### src/rtl/dats_pkg.sv
// ----------------------------------------------------------------------------
// DNS answer type scanner package
// Shared types and constants for the byte-serial DNS response parser.
// ----------------------------------------------------------------------------
package dats_pkg;

  // Limits of the message format
  localparam int unsigned MAX_NAME_BYTES      = 255;
  localparam int unsigned MAX_PACKET_BYTES    = 65535;
  localparam int unsigned HEADER_BYTES        = 12;
  localparam int unsigned FIXED_RR_BYTES      = 10;
  localparam int unsigned QUESTION_TAIL_BYTES = 4;

  // Header byte positions of the question and answer counts (big-endian)
  localparam logic [15:0] QDCOUNT_HI_POS = 16'd4;
  localparam logic [15:0] QDCOUNT_LO_POS = 16'd5;
  localparam logic [15:0] ANCOUNT_HI_POS = 16'd6;
  localparam logic [15:0] ANCOUNT_LO_POS = 16'd7;

  // Byte indexes inside the fixed part of an answer record
  localparam logic [3:0] RR_TYPE_HI_IDX  = 4'd0;
  localparam logic [3:0] RR_TYPE_LO_IDX  = 4'd1;
  localparam logic [3:0] RR_RDLEN_HI_IDX = 4'd8;
  localparam logic [3:0] RR_RDLEN_LO_IDX = 4'd9;

  // Top two bits of a name length byte
  localparam logic [1:0] LABEL_KIND_PLAIN = 2'b00;
  localparam logic [1:0] LABEL_KIND_PTR   = 2'b11;

  // Outcome flags of one packet
  localparam logic [1:0] FLAG_NONE  = 2'b00;
  localparam logic [1:0] FLAG_FOUND = 2'b01;
  localparam logic [1:0] FLAG_BAD   = 2'b10;

  // Reset value of the wanted record type (A record)
  localparam logic [15:0] WANTED_TYPE_RESET = 16'd1;

  typedef enum logic [3:0] {
    PH_HEADER = 4'd0,
    PH_QNAME  = 4'd1,
    PH_QPTR   = 4'd2,
    PH_QTAIL  = 4'd3,
    PH_ANAME  = 4'd4,
    PH_APTR   = 4'd5,
    PH_AFIX   = 4'd6,
    PH_ADATA  = 4'd7,
    PH_DONE   = 4'd8
  } phase_t;

  // One input item as held in the input register
  typedef struct packed {
    logic [7:0] data;
    logic       last;
  } item_t;

  // One result item
  typedef struct packed {
    logic        found;
    logic        malformed;
    logic [15:0] match_offset;
  } result_t;

endpackage

### src/rtl/dats_in_stage.sv
// ----------------------------------------------------------------------------
// DNS answer type scanner input register
// Holds one accepted byte until the parser consumes it.
// ----------------------------------------------------------------------------
module dats_in_stage (
  input  logic            clk,
  input  logic            rst_n,
  input  logic            in_valid,
  output logic            in_ready,
  input  dats_pkg::item_t in_item,
  input  logic            take,
  output logic            item_valid,
  output dats_pkg::item_t item
);

  logic            vld_r;
  logic            vld_nxt;
  dats_pkg::item_t item_r;

  // A new item may enter when the register is empty or drains this cycle.
  assign in_ready = !vld_r || take;

  always_comb begin
    vld_nxt = vld_r;
    if (in_valid && in_ready) begin
      vld_nxt = 1'b1;
    end else if (take) begin
      vld_nxt = 1'b0;
    end
  end

  always_ff @(posedge clk) begin
    if (!rst_n) begin
      vld_r <= 1'b0;
    end else begin
      vld_r <= vld_nxt;
    end
  end

  // Payload register needs no reset.
  always_ff @(posedge clk) begin
    if (in_valid && in_ready) begin
      item_r <= in_item;
    end
  end

  assign item_valid = vld_r;
  assign item       = item_r;

endmodule

### src/rtl/dats_parser.sv
// ----------------------------------------------------------------------------
// DNS answer type scanner parser
// Field counters and phase register, updated once per consumed byte.
// ----------------------------------------------------------------------------
module dats_parser (
  input  logic              clk,
  input  logic              rst_n,
  input  logic              take,
  input  dats_pkg::item_t   item,
  input  logic [15:0]       wanted_type,
  output dats_pkg::result_t result
);

  dats_pkg::phase_t phase_r, phase_nxt;
  logic [15:0] byte_offset_r, byte_offset_nxt;
  logic [3:0]  field_cnt_r, field_cnt_nxt;
  logic [15:0] questions_left_r, questions_left_nxt;
  logic [15:0] answers_left_r, answers_left_nxt;
  logic [5:0]  label_left_r, label_left_nxt;
  logic [7:0]  name_len_r, name_len_nxt;
  logic [15:0] record_type_r, record_type_nxt;
  logic [15:0] data_left_r, data_left_nxt;
  logic [1:0]  flags_r, flags_nxt;
  logic [15:0] match_offset_r, match_offset_nxt;

  // Next-state logic for one byte
  always_comb begin
    logic [7:0]       b;
    logic [15:0]      pos;
    logic             in_name;
    logic             rec_end;
    dats_pkg::phase_t ptr_ph;
    dats_pkg::phase_t next_ph;
    logic [8:0]       total;
    logic [3:0]       fcnt_inc;
    logic [15:0]      qleft_dec;
    logic [15:0]      aleft_dec;
    logic [1:0]       res_flags;

    b        = item.data;
    pos      = byte_offset_r;
    in_name  = 1'b0;
    rec_end  = 1'b0;
    ptr_ph   = dats_pkg::PH_QPTR;
    next_ph  = dats_pkg::PH_QTAIL;
    total    = {1'b0, name_len_r} + 9'd1 + {1'b0, b};
    fcnt_inc = field_cnt_r + 4'd1;
    qleft_dec = questions_left_r - 16'd1;
    aleft_dec = answers_left_r - 16'd1;

    phase_nxt          = phase_r;
    byte_offset_nxt    = byte_offset_r;
    field_cnt_nxt      = field_cnt_r;
    questions_left_nxt = questions_left_r;
    answers_left_nxt   = answers_left_r;
    label_left_nxt     = label_left_r;
    name_len_nxt       = name_len_r;
    record_type_nxt    = record_type_r;
    data_left_nxt      = data_left_r;
    flags_nxt          = flags_r;
    match_offset_nxt   = match_offset_r;

    if (phase_r != dats_pkg::PH_DONE) begin
      if (pos >= 16'(dats_pkg::MAX_PACKET_BYTES)) begin
        flags_nxt = dats_pkg::FLAG_BAD;
        phase_nxt = dats_pkg::PH_DONE;
      end else begin
        unique case (phase_r)
          dats_pkg::PH_HEADER: begin
            if (pos == dats_pkg::QDCOUNT_HI_POS) begin
              questions_left_nxt = {b, 8'd0};
            end else if (pos == dats_pkg::QDCOUNT_LO_POS) begin
              questions_left_nxt = {questions_left_r[15:8], b};
            end else if (pos == dats_pkg::ANCOUNT_HI_POS) begin
              answers_left_nxt = {b, 8'd0};
            end else if (pos == dats_pkg::ANCOUNT_LO_POS) begin
              answers_left_nxt = {answers_left_r[15:8], b};
            end
            if (pos == 16'(dats_pkg::HEADER_BYTES - 1)) begin
              if (questions_left_r == 16'd0 || answers_left_r == 16'd0) begin
                flags_nxt = dats_pkg::FLAG_NONE;
                phase_nxt = dats_pkg::PH_DONE;
              end else begin
                name_len_nxt   = 8'd0;
                label_left_nxt = 6'd0;
                field_cnt_nxt  = 4'd0;
                phase_nxt      = dats_pkg::PH_QNAME;
              end
            end
          end
          dats_pkg::PH_QNAME: begin
            in_name = 1'b1;
            ptr_ph  = dats_pkg::PH_QPTR;
            next_ph = dats_pkg::PH_QTAIL;
          end
          dats_pkg::PH_ANAME: begin
            in_name = 1'b1;
            ptr_ph  = dats_pkg::PH_APTR;
            next_ph = dats_pkg::PH_AFIX;
          end
          dats_pkg::PH_QPTR, dats_pkg::PH_APTR: begin
            // Second byte of a compression pointer closes the name.
            name_len_nxt   = 8'd0;
            label_left_nxt = 6'd0;
            field_cnt_nxt  = 4'd0;
            phase_nxt      = (phase_r == dats_pkg::PH_QPTR) ? dats_pkg::PH_QTAIL
                                                            : dats_pkg::PH_AFIX;
          end
          dats_pkg::PH_QTAIL: begin
            field_cnt_nxt = fcnt_inc;
            if (fcnt_inc >= 4'(dats_pkg::QUESTION_TAIL_BYTES)) begin
              questions_left_nxt = qleft_dec;
              name_len_nxt       = 8'd0;
              label_left_nxt     = 6'd0;
              field_cnt_nxt      = 4'd0;
              phase_nxt          = (qleft_dec != 16'd0) ? dats_pkg::PH_QNAME
                                                        : dats_pkg::PH_ANAME;
            end
          end
          dats_pkg::PH_AFIX: begin
            if (field_cnt_r == dats_pkg::RR_TYPE_HI_IDX) begin
              record_type_nxt = {b, 8'd0};
            end else if (field_cnt_r == dats_pkg::RR_TYPE_LO_IDX) begin
              record_type_nxt = {record_type_r[15:8], b};
            end else if (field_cnt_r == dats_pkg::RR_RDLEN_HI_IDX) begin
              data_left_nxt = {b, 8'd0};
            end else if (field_cnt_r == dats_pkg::RR_RDLEN_LO_IDX) begin
              data_left_nxt = {data_left_r[15:8], b};
            end
            field_cnt_nxt = fcnt_inc;
            if (fcnt_inc >= 4'(dats_pkg::FIXED_RR_BYTES)) begin
              field_cnt_nxt    = 4'd0;
              match_offset_nxt = pos + 16'd1;
              if (data_left_nxt == 16'd0) begin
                rec_end = 1'b1;
              end else begin
                phase_nxt = dats_pkg::PH_ADATA;
              end
            end
          end
          dats_pkg::PH_ADATA: begin
            data_left_nxt = data_left_r - 16'd1;
            if (data_left_nxt == 16'd0) begin
              rec_end = 1'b1;
            end
          end
          default: begin
          end
        endcase
      end
    end

    // Name bytes: label skipping, pointers, label kinds and length limit
    if (in_name) begin
      if (label_left_r != 6'd0) begin
        label_left_nxt = label_left_r - 6'd1;
      end else if (b[7:6] == dats_pkg::LABEL_KIND_PTR) begin
        phase_nxt = ptr_ph;
      end else if (b[7:6] != dats_pkg::LABEL_KIND_PLAIN) begin
        flags_nxt = dats_pkg::FLAG_BAD;
        phase_nxt = dats_pkg::PH_DONE;
      end else if (b == 8'd0) begin
        if ({1'b0, name_len_r} + 9'd1 > 9'(dats_pkg::MAX_NAME_BYTES)) begin
          flags_nxt = dats_pkg::FLAG_BAD;
          phase_nxt = dats_pkg::PH_DONE;
        end else begin
          name_len_nxt   = 8'd0;
          label_left_nxt = 6'd0;
          field_cnt_nxt  = 4'd0;
          phase_nxt      = next_ph;
        end
      end else if (total > 9'(dats_pkg::MAX_NAME_BYTES)) begin
        flags_nxt = dats_pkg::FLAG_BAD;
        phase_nxt = dats_pkg::PH_DONE;
      end else begin
        name_len_nxt   = total[7:0];
        label_left_nxt = b[5:0];
      end
    end

    // End of an answer record: match, last answer, or next answer name
    if (rec_end) begin
      if (record_type_nxt == wanted_type) begin
        flags_nxt = dats_pkg::FLAG_FOUND;
        phase_nxt = dats_pkg::PH_DONE;
      end else begin
        answers_left_nxt = aleft_dec;
        if (aleft_dec == 16'd0) begin
          flags_nxt = dats_pkg::FLAG_NONE;
          phase_nxt = dats_pkg::PH_DONE;
        end else begin
          name_len_nxt   = 8'd0;
          label_left_nxt = 6'd0;
          field_cnt_nxt  = 4'd0;
          phase_nxt      = dats_pkg::PH_ANAME;
        end
      end
    end

    // Byte offset saturates at the packet limit.
    if (byte_offset_r < 16'(dats_pkg::MAX_PACKET_BYTES)) begin
      byte_offset_nxt = byte_offset_r + 16'd1;
    end

    // A packet that ends with parsing still open is malformed.
    res_flags           = (phase_nxt != dats_pkg::PH_DONE) ? dats_pkg::FLAG_BAD : flags_nxt;
    result.found        = res_flags[0];
    result.malformed    = res_flags[1];
    result.match_offset = res_flags[0] ? match_offset_nxt : 16'd0;

    // The final byte returns all packet state to its start values.
    if (item.last) begin
      phase_nxt          = dats_pkg::PH_HEADER;
      byte_offset_nxt    = 16'd0;
      field_cnt_nxt      = 4'd0;
      questions_left_nxt = 16'd0;
      answers_left_nxt   = 16'd0;
      label_left_nxt     = 6'd0;
      name_len_nxt       = 8'd0;
      record_type_nxt    = 16'd0;
      data_left_nxt      = 16'd0;
      flags_nxt          = dats_pkg::FLAG_NONE;
      match_offset_nxt   = 16'd0;
    end
  end

  // Parser state registers
  always_ff @(posedge clk) begin
    if (!rst_n) begin
      phase_r          <= dats_pkg::PH_HEADER;
      byte_offset_r    <= 16'd0;
      field_cnt_r      <= 4'd0;
      questions_left_r <= 16'd0;
      answers_left_r   <= 16'd0;
      label_left_r     <= 6'd0;
      name_len_r       <= 8'd0;
      record_type_r    <= 16'd0;
      data_left_r      <= 16'd0;
      flags_r          <= dats_pkg::FLAG_NONE;
      match_offset_r   <= 16'd0;
    end else if (take) begin
      phase_r          <= phase_nxt;
      byte_offset_r    <= byte_offset_nxt;
      field_cnt_r      <= field_cnt_nxt;
      questions_left_r <= questions_left_nxt;
      answers_left_r   <= answers_left_nxt;
      label_left_r     <= label_left_nxt;
      name_len_r       <= name_len_nxt;
      record_type_r    <= record_type_nxt;
      data_left_r      <= data_left_nxt;
      flags_r          <= flags_nxt;
      match_offset_r   <= match_offset_nxt;
    end
  end

endmodule

### src/rtl/dats_out_stage.sv
// ----------------------------------------------------------------------------
// DNS answer type scanner result register
// Holds one packet result until the receiver takes it.
// ----------------------------------------------------------------------------
module dats_out_stage (
  input  logic              clk,
  input  logic              rst_n,
  input  logic              load,
  input  dats_pkg::result_t result,
  output logic              free,
  output logic              out_valid,
  input  logic              out_ready,
  output dats_pkg::result_t out_result
);

  logic              vld_r;
  logic              vld_nxt;
  dats_pkg::result_t result_r;

  // The register can take a result when empty or emptied this cycle.
  assign free = !vld_r || out_ready;

  always_comb begin
    vld_nxt = vld_r;
    if (load) begin
      vld_nxt = 1'b1;
    end else if (out_ready) begin
      vld_nxt = 1'b0;
    end
  end

  always_ff @(posedge clk) begin
    if (!rst_n) begin
      vld_r <= 1'b0;
    end else begin
      vld_r <= vld_nxt;
    end
  end

  always_ff @(posedge clk) begin
    if (load) begin
      result_r <= result;
    end
  end

  assign out_valid  = vld_r;
  assign out_result = result_r;

endmodule

### src/rtl/dns_answer_type_scanner.sv
// ----------------------------------------------------------------------------
// DNS answer type scanner
// Scans a DNS response byte by byte and reports an answer of a wanted type.
// ----------------------------------------------------------------------------
// Usage:
//   The in_ channel carries one message byte per item, with in_last_byte set
//   on the final byte. One result item per packet appears on the out_
//   channel: out_found, out_malformed and out_match_offset (the data offset
//   of the matching answer, 0 when nothing was found).
//   The cfg_ channel writes the wanted record type; it is always ready and
//   should be written only while no packet is in flight.
//   Throughput is one byte per cycle while no last byte waits for the
//   result register: an input register feeds the parser, whose field
//   counters update once per consumed byte, and a result register decouples
//   the receiver. A packet's result is loaded into the result register when
//   its last byte leaves the input register and the result register is free.
//   Reset clears all parse state, empties both registers and sets the wanted
//   type to 1 (A record).
//   While the receiver stalls, bytes that are not the last of a packet keep
//   flowing; a last byte waits in the input register until the result
//   register is free, and in_ready stays low while it waits.
// ----------------------------------------------------------------------------
module dns_answer_type_scanner (
  input  logic        clk,
  input  logic        rst_n,
  input  logic        in_valid,
  output logic        in_ready,
  input  logic [7:0]  in_packet_byte,
  input  logic        in_last_byte,
  output logic        out_valid,
  input  logic        out_ready,
  output logic        out_found,
  output logic        out_malformed,
  output logic [15:0] out_match_offset,
  input  logic        cfg_valid,
  output logic        cfg_ready,
  input  logic [15:0] cfg_wanted_type
);

  dats_pkg::item_t   in_item;
  dats_pkg::item_t   item;
  dats_pkg::result_t result;
  dats_pkg::result_t out_result;
  logic              item_valid;
  logic              take;
  logic              load;
  logic              out_free;
  logic [15:0]       wanted_type_r;

  // Configuration register
  assign cfg_ready = 1'b1;

  always_ff @(posedge clk) begin
    if (!rst_n) begin
      wanted_type_r <= dats_pkg::WANTED_TYPE_RESET;
    end else if (cfg_valid && cfg_ready) begin
      wanted_type_r <= cfg_wanted_type;
    end
  end

  // A byte is consumed unless it ends a packet and the result is blocked.
  assign take = item_valid && (!item.last || out_free);
  assign load = take && item.last;

  assign in_item.data = in_packet_byte;
  assign in_item.last = in_last_byte;

  dats_in_stage u_in_stage (
    .clk        (clk),
    .rst_n      (rst_n),
    .in_valid   (in_valid),
    .in_ready   (in_ready),
    .in_item    (in_item),
    .take       (take),
    .item_valid (item_valid),
    .item       (item)
  );

  dats_parser u_parser (
    .clk         (clk),
    .rst_n       (rst_n),
    .take        (take),
    .item        (item),
    .wanted_type (wanted_type_r),
    .result      (result)
  );

  dats_out_stage u_out_stage (
    .clk        (clk),
    .rst_n      (rst_n),
    .load       (load),
    .result     (result),
    .free       (out_free),
    .out_valid  (out_valid),
    .out_ready  (out_ready),
    .out_result (out_result)
  );

  assign out_found        = out_result.found;
  assign out_malformed    = out_result.malformed;
  assign out_match_offset = out_result.match_offset;

  // A result item is never both found and malformed.
  a_found_xor_bad: assert property (@(posedge clk) disable iff (!rst_n)
    out_valid |-> !(out_found && out_malformed))
    else $error("result both found and malformed");

  // The match offset is zero whenever nothing was found.
  a_offset_zero: assert property (@(posedge clk) disable iff (!rst_n)
    (out_valid && !out_found) |-> (out_match_offset == 16'd0))
    else $error("nonzero match offset without a match");

  // A final byte is consumed only when the result register can take it.
  a_no_overwrite: assert property (@(posedge clk) disable iff (!rst_n)
    load |-> out_free)
    else $error("result register overwritten");

  // A newly loaded result shows up as valid in the next cycle.
  a_load_visible: assert property (@(posedge clk) disable iff (!rst_n)
    load |=> out_valid)
    else $error("loaded result not visible");

endmodule
### config.mk
export PLATFORM = sky130hd
export DESIGN_NAME = dns_answer_type_scanner
export DESIGN_NICKNAME = d
export VERILOG_FILES = /design/src/rtl/dats_pkg.sv /design/src/rtl/dats_in_stage.sv /design/src/rtl/dats_parser.sv /design/src/rtl/dats_out_stage.sv /design/src/rtl/dns_answer_type_scanner.sv
export SDC_FILE = /design/constraint.sdc
export NUM_CORES = 1
export LEC_CHECK = 0
export ABC_AREA = 1
export BUFFER_PORTS_ARGS = -buffer_cell sky130_fd_sc_hd__buf_4
export CAP_MARGIN = 10
export CORE_MARGIN = 2
export CORE_UTILIZATION = 55
export DETAILED_ROUTE_END_ITERATION = 10
export GPL_ROUTABILITY_DRIVEN = 0
export HOLD_SLACK_MARGIN = 0.02
export PLACE_DENSITY = 0.81
export SYNTH_ARGS = -nofsm -noshare
export SYNTH_HDL_FRONTEND = slang
export SYNTH_HIERARCHICAL = 1
export SYNTH_SLANG_ARGS = --single-unit
export TNS_END_PERCENT = 20
### constraint.sdc
create_clock -name clk -period 7.61 [get_ports clk]
set_input_delay 1.522 -clock clk [delete_from_list [all_inputs] [get_ports clk]]
set_output_delay 1.522 -clock clk [all_outputs]
set_load 0.005 [all_outputs]
==> impl_metrics.csv, run 1 <==
group,metric,value,unit
yosys,avgSynthCellArea,6.24,sq um
yosys,synth_top_cells_by_count,"nand2_1, nor2_1, inv_1",
critical_path,critPathMaxFanout,54,
yosys,synthCells,1887,
yosys,async_reset_ff_frac,0,
cts,cts_hold_buf,0,
sta,slew_violations,0,
power_and_ir_drop,total_power,2.04,mW
run_status,status,"finished clean",
critical_path,critPathKind,"in -> reg",
placed_design,dp.final_hpwl,23100,microns
sta,fmax,0.231,GHz
layout,syn2layout_area_growth,8.99,%
cts,clock_latency,0.45,ns
yosys,synthTopCellsByArea,"dfxtp_1, nand2_1, nor2_1",
floorplanning,start_util,0.560,
yosys,synth_warnings,6,
yosys,synth_largest_area_cell,"dfxtp_1",
yosys,synth_xor_area_frac,0.0335,
route,wl_per_cell,15.3,microns
sta,setup_tns,0,ns
cts,cts_buffers,17,
floorplanning,io_pins,51,
critical_path,crit_arrival,4.71,ns
critical_path,crit_required,7.99,ns
power_and_ir_drop,peakVddDrop,0.146,mV
yosys,syn-cell-area,11800,sq um
global_route,antenna_found_initial,0,
cts,clk_pin_slew_worst_paths,0.09,ns
sta,hold_violations,0,
power_and_ir_drop,pwr-share-comb,0.093,
yosys,yosys.area_share.simple,0.384,
yosys,synth_top_family_by_area,"simple AND/OR/NAND/NOR gates",
cts,cts-root-buf,"clkbuf_16",
yosys,synth.distinct_cells,57,
sta,finalSetupViolCount,0,
route,ant_nets,0,
power_and_ir_drop,switching_power,592,uW
floorplanning,die_y,150,microns
yosys,synth_ff_type,"dfxtp_1",
global_route,grt_pass1_vias,11318,
cts,cts-resized-gates,0,
route,remaining_drc_errors,0,
route,firstDrtPassIters,6,
global_route,grt_pass1_wl,54600,microns
power_and_ir_drop,power_frac_seq,0.455,
sta,fin_ws,3.27,ns
yosys,synth_compound_area_frac,0.152,
route,drt-initial-drc-count,1379,
yosys,synthAdderAreaFrac,0.0283,
cts,htreeDepth,4,
critical_path,endpoint_kind,"flip-flop",
power_and_ir_drop,power_frac_clock,0.452,
job,maxCapViolCount,0,
yosys,synth_edf_count,27,
sta,skew,0.0171,ns
global_route,grt_max_degree,72,
placed_design,io_buffers,49,
yosys,synth_top_area_frac,0.235,
layout,layout.nets,1950,
floorplanning,die_area,22600,sq um
global_route,globalRouteTotalUtil,0.298,
sta,rsz0062_at_grt,"false",
yosys,ys_seq_area_frac,0.303,
sta,min_period_over_period,0.570,
yosys,synth_seq_cells,165,
critical_path,slowest_stage,"a21boi_0",
critical_path,start_kind,"input port",
sta,fin_crit,4.34,ns
route,viasPerCell,5.73,
placed_design,dp.cells,2150,
power_and_ir_drop,swShare,0.291,
cts,cts_sinks,165,
cts,postCtsSetupBuffers,0,
cts,cts_tree,"done",
route,wl,33300,microns
critical_path,path_delay_family,"buffers and inverters",
route,num_vias,12499,
layout,drive_gt1_frac,0.0808,
yosys,synth.most_common_cell,"nand2_1",
layout,stdcell_count,2182,
sta,relSlewSlack,0.273,
power_and_ir_drop,leakage,5.65,nW
floorplanning,std_cell_rows,53,
yosys,muxShareOfSynthArea,0.000850,
placed_design,place_ws,2.93,ns
sta,worstMarginPinSlew,1.09,ns
power_and_ir_drop,p_per_area,159,nW/um^2
power_and_ir_drop,intPower,1.44,mW
cts,cts_max_path_buffers,2,
worst_hold_path,hold_class,"reg -> reg",
critical_path,max_stage_delay,0.58,ns
layout,antenna_cells,0,
floorplanning,coreArea,21000,sq um
floorplanning,die_x,150,microns
global_route,overflow,0,
critical_path,cp.buffers_inverters,7,
yosys,syn-num-nets,1943,
critical_path,crit_chain,"buf_4, inv_1, nand2_2, inv_1, a21boi_0, inv_2, nor2_4, buf_4, inv_1, nor2_1, clkinv_1, nor2_1, a21oi_1, nor2_1",
## placed cells by master, fill, tap and decap left out, types with 11 or more instances in the layout
master	synthesis	routed
clkbuf_16	0	17
xor2_1	34	34
nand4_1	29	29
nand3b_1	18	18
dfxtp_1	138	138
edfxtp_1	27	27
ha_1	25	25
nor2_2	17	17
nor3_1	14	14
o22ai_1	17	17
nor2_1	217	216
or2_2	14	14
a21oi_1	141	141
nand2_1	566	566
buf_4	8	55
o21ai_0	83	83
inv_1	208	208
xnor2_1	11	11
o211ai_1	28	28
nand3_1	147	147
## worst min-delay path, cell delays in order (launching register included)
cell and delay (ns):
dfxtp_1 0.31, nand2_1 0.06, a21oi_1 0.05
## sequential cells by signal, indices dropped and copies added (netlist names)
name,count
u_out_stage/out_valid,1
u_parser/byte_offset_r,16
u_parser/phase_r,4
u_parser/match_offset_r,16
u_parser/record_type_r,16
wanted_type_r,16
u_parser/questions_left_r,16
u_parser/answers_left_r,16
u_parser/flags_r,2
u_in_stage/item,9
u_parser/label_left_r,6
u_parser/name_len_r,8
u_parser/field_cnt_r,4
u_parser/data_left_r,16
u_in_stage/item_valid,1
u_out_stage/out_result,18
## per-stage QoR
stage | hold WS (ns) | instance area, sq um | util
floorplan | 0.442 | 11800 | -
global placement | 0.448 | 12200 | 0.581
detailed placement | 0.453 | 12200 | 0.581
CTS | 0.464 | 12800 | 0.611
global route | 0.482 | 12800 | 0.611
finish | 0.465 | 12800 | 0.611
## power by group through the flow
stage	logic (mW)	registers, mW	clock network [mW]
finish	0.189	0.927	0.920
global route	0.208	0.929	0.960
CTS	0.185	0.926	0.928
detailed placement	0.184	0.946	0
global placement	0.181	0.945	0
floorplan	0.130	0.934	0
## kinds of logic (layout without fill, tap and decap cells)
logic type | Yosys count | in the layout
xor+xnor | 45 | 45
mux | 1 | 1
compound gates | 314 | 314
flops | 165 | 165
simple gates | 1051 | 1051
other cells | 1 | 1
buf+inv | 284 | 304
fa+ha+maj | 26 | 26
## cell type report
type | count | area [sq um]
inverters | 217 | 817
clock inverters | 15 | 208
multi-input cells | 1438 | 7060
fillers | 1919 | 8180
well taps | 275 | 344
flip-flops and latches | 165 | 3570
clock buffers | 17 | 425
repair buffers | 55 | 413
## worst paths after layout
check	from	to	slack, ns	cells past startpoint
setup / recovery	out_ready	u_parser/byte_offset_r[15]	3.27	14
hold reg to reg	u_parser/match_offset_r[11]	u_parser/match_offset_r[11]	0.47	2
setup reg to reg	u_parser/name_len_r[1]	u_out_stage/out_result[0]	3.60	22
hold / removal	u_parser/match_offset_r[11]	u_parser/match_offset_r[11]	0.47	2
## metal layers
| layer | share of wire | wire (microns) | vias up | GRT usage |
|---|---|---|---|---|
| li1 | - | - | 6152 | - |
| met1 | 0.42 | 14000 | 5710 | 0.387 |
| met2 | 0.46 | 15400 | 542 | 0.488 |
| met3 | 0.077 | 2570 | 95 | 0.0452 |
| met4 | 0.039 | 1290 | 0 | 0.139 |
| met5 | 0 | 0 | - | 0 |
No activity file was read; power rests on OpenSTA's default activity.
==> run 2, diff against run 1 <==
--- a/config.mk
+++ b/config.mk
@@ -13,7 +13,7 @@
 export DETAILED_ROUTE_END_ITERATION = 10
 export GPL_ROUTABILITY_DRIVEN = 0
 export HOLD_SLACK_MARGIN = 0.02
-export PLACE_DENSITY = 0.81
+export PLACE_DENSITY = 0.84
 export SYNTH_ARGS = -nofsm -noshare
 export SYNTH_HDL_FRONTEND = slang
 export SYNTH_HIERARCHICAL = 1
==> constraint.sdc (replaced) <==
create_clock -name clk -period 3.7 [get_ports clk]
set_input_delay 0.74 -clock clk [delete_from_list [all_inputs] [get_ports clk]]
set_output_delay 0.74 -clock clk [all_outputs]
set_load 0.005 [all_outputs]
==> impl_metrics.csv, run 2 (same netlist as run 1, synthesis figures left out) <==
group,metric,value,unit
critical_path,max_stage_delay,0.38,ns
sta,setup_tns,0,ns
power_and_ir_drop,peakVddDrop,0.325,mV
critical_path,crit_cells,24,
floorplanning,die_x,150,microns
layout,layout.nets,1972,
placed_design,io_buffers,49,
cts,clock_latency,0.44,ns
critical_path,crit_required,3.87,ns
global_route,antenna_found_initial,0,
route,remaining_drc_errors,0,
global_route,overflow,0,
placed_design,dp.final_hpwl,23700,microns
route,wl,33500,microns
floorplanning,die_y,150,microns
sta,relSlewSlack,0.435,
layout,syn2layout_area_growth,10.2,%
floorplanning,die_area,22600,sq um
layout,drive_gt1_frac,0.0943,
sta,hold_violations,0,
floorplanning,start_util,0.560,
critical_path,r2r_cells,24,
route,viasPerCell,5.75,
sta,fin_ws,0.299,ns
placed_design,place_ws,0.147,ns
global_route,grt_pass1_wl,55000,microns
global_route,grtUsageMet1,0.393,
floorplanning,io_pins,51,
sta,rsz0062_at_grt,"false",
critical_path,cp.buffers_inverters,3,
worst_hold_path,hold_class,"reg -> reg",
global_route,grtUsageMet2,0.482,
sta,min_period_over_period,0.919,
critical_path,path_delay_family,"simple AND/OR/NAND/NOR gates",
layout,largest_reg_flops,18,
route,ant_nets,0,
cts,cts_buffers,17,
job,maxCapViolCount,0,
floorplanning,std_cell_rows,53,
critical_path,crit_chain,"ha_1, nand3_1, nor2_2, nand3_1, nand2_1, inv_1, ha_1, nand2_1, nor3_2, nand2_1, nand2_1, nand2_1, nand2_2, nor2_1, nor2_1, buf_4, nand2_1, nand2_1, nand2_1, nand2_1, nand2_1, nand4_4, buf_12, nor2_1",
critical_path,cpMostUsedCell,"nand2_1",
layout,antenna_cells,0,
route,drt-initial-drc-count,1368,
run_status,status,"finished clean",
global_route,grt_pass1_vias,11519,
worst_hold_path,whs_path_depth,2,
cts,cts_tree,"done",
layout,final_cell_mix,"nand2_1, nor2_1, inv_1",
critical_path,endpoint_kind,"flip-flop",
cts,clk_pin_slew_worst_paths,0.07,ns
critical_path,critPathKind,"reg -> reg",
power_and_ir_drop,p_per_area,314,nW/um^2
route,firstDrtPassIters,8,
route,num_vias,12668,
cts,cts_sinks,165,
cts,cts_max_path_buffers,2,
global_route,grt_max_degree,72,
critical_path,slowest_stage,"dfxtp_2",
power_and_ir_drop,leakage,5.74,nW
global_route,use_met3,0.0479,
critical_path,start_kind,"flip-flop",
floorplanning,coreArea,21000,sq um
sta,finalSetupViolCount,0,
sta,fin_crit,3.40,ns
sta,worstMarginPinSlew,0.847,ns
global_route,globalRouteTotalUtil,0.299,
critical_path,critPathMaxFanout,17,
cts,htreeDepth,4,
sta,slew_violations,0,
sta,fmax,0.294,GHz
cts,cts-root-buf,"clkbuf_16",
layout,final_common_cell,"nand2_1",
sta,skew,0.0101,ns
critical_path,crit_arrival,3.57,ns
route,wl_per_cell,15.2,microns
global_route,grt-busiest-layer,"met2",
[run 2: cell types whose count changed in the layout (fill, tap and decap cells not counted), sizes merged]
cell / delta
clkinv: -1
bufinv: -1
clkinvlp: +2
buf: +22
[run 2: cell type report]
| cell class | instances | area, sq um |
|---|---|---|
| clock buffer | 17 | 425 |
| clock inverter | 15 | 160 |
| inverter | 217 | 817 |
| tap | 275 | 344 |
| multi-input combinational | 1438 | 7070 |
| sequential | 165 | 3580 |
| fill | 1892 | 8040 |
| timing repair buffer | 77 | 591 |
[run 2: worst register-to-register path: stages (launching register included)]
cell and delay [ns]:
dfxtp_2 0.38, ha_1 0.19, nand3_1 0.14, nor2_2 0.18, nand3_1 0.09, nand2_1 0.10, inv_1 0.05, ha_1 0.36
nand2_1 0.12, nor3_2 0.13, nand2_1 0.09, nand2_1 0.09, nand2_1 0.06, nand2_2 0.10, nor2_1 0.07, nor2_1 0.15
buf_4 0.14, nand2_1 0.05, nand2_1 0.05, nand2_1 0.05, nand2_1 0.08, nand2_1 0.11, nand4_4 0.11, buf_12 0.16
nor2_1 0.08
[run 2: path summary, 6_finish.rpt]
path	from	endpoint	slack, ns
worst min-delay path	u_parser/match_offset_r[12]	u_parser/match_offset_r[12]	0.46
worst max register to register	u_parser/name_len_r[1]	u_out_stage/out_result[0]	0.30
worst max-delay path	u_parser/name_len_r[1]	u_out_stage/out_result[0]	0.30
worst min register to register	u_parser/match_offset_r[12]	u_parser/match_offset_r[12]	0.46
[run 2: repair_timing]
action | in CTS | in global routing
endpoints found under the setup margin | 0 | 17
hold buffers | 0 | 0
buffers inserted | 0 | 1
resized for setup | 0 | 7
[run 2: report_power, final]
part | leakage, nW | total [mW] | switching, mW | internal [mW]
clock | 0.282 | 1.76 | 0.860 | 0.902
combinational | 4.11 | 0.427 | 0.291 | 0.135
sequential | 1.35 | 1.89 | 0.0314 | 1.86
[run 2: metal layers]
metal  part of all wire  vias to the layer above
met4              0.038                        0
met1               0.43                     5799
li1                   -                     6201
met5                  0                        -
met3              0.083                       99
met2               0.45                      569
[run 2: stage by stage]
step	utilization	hold WS, ns	cells	instance area (sq um)	total power [mW]
2_1_floorplan	-	0.442	1887	11800	2.19
3_3_place_gp	0.588	0.449	2171	12400	2.33
3_5_place_dp	0.588	0.454	2171	12400	2.34
4_1_cts	0.616	0.461	2203	12900	4.08
5_1_grt	0.618	0.460	2204	13000	4.21
6_report	0.618	0.464	2204	13000	4.08
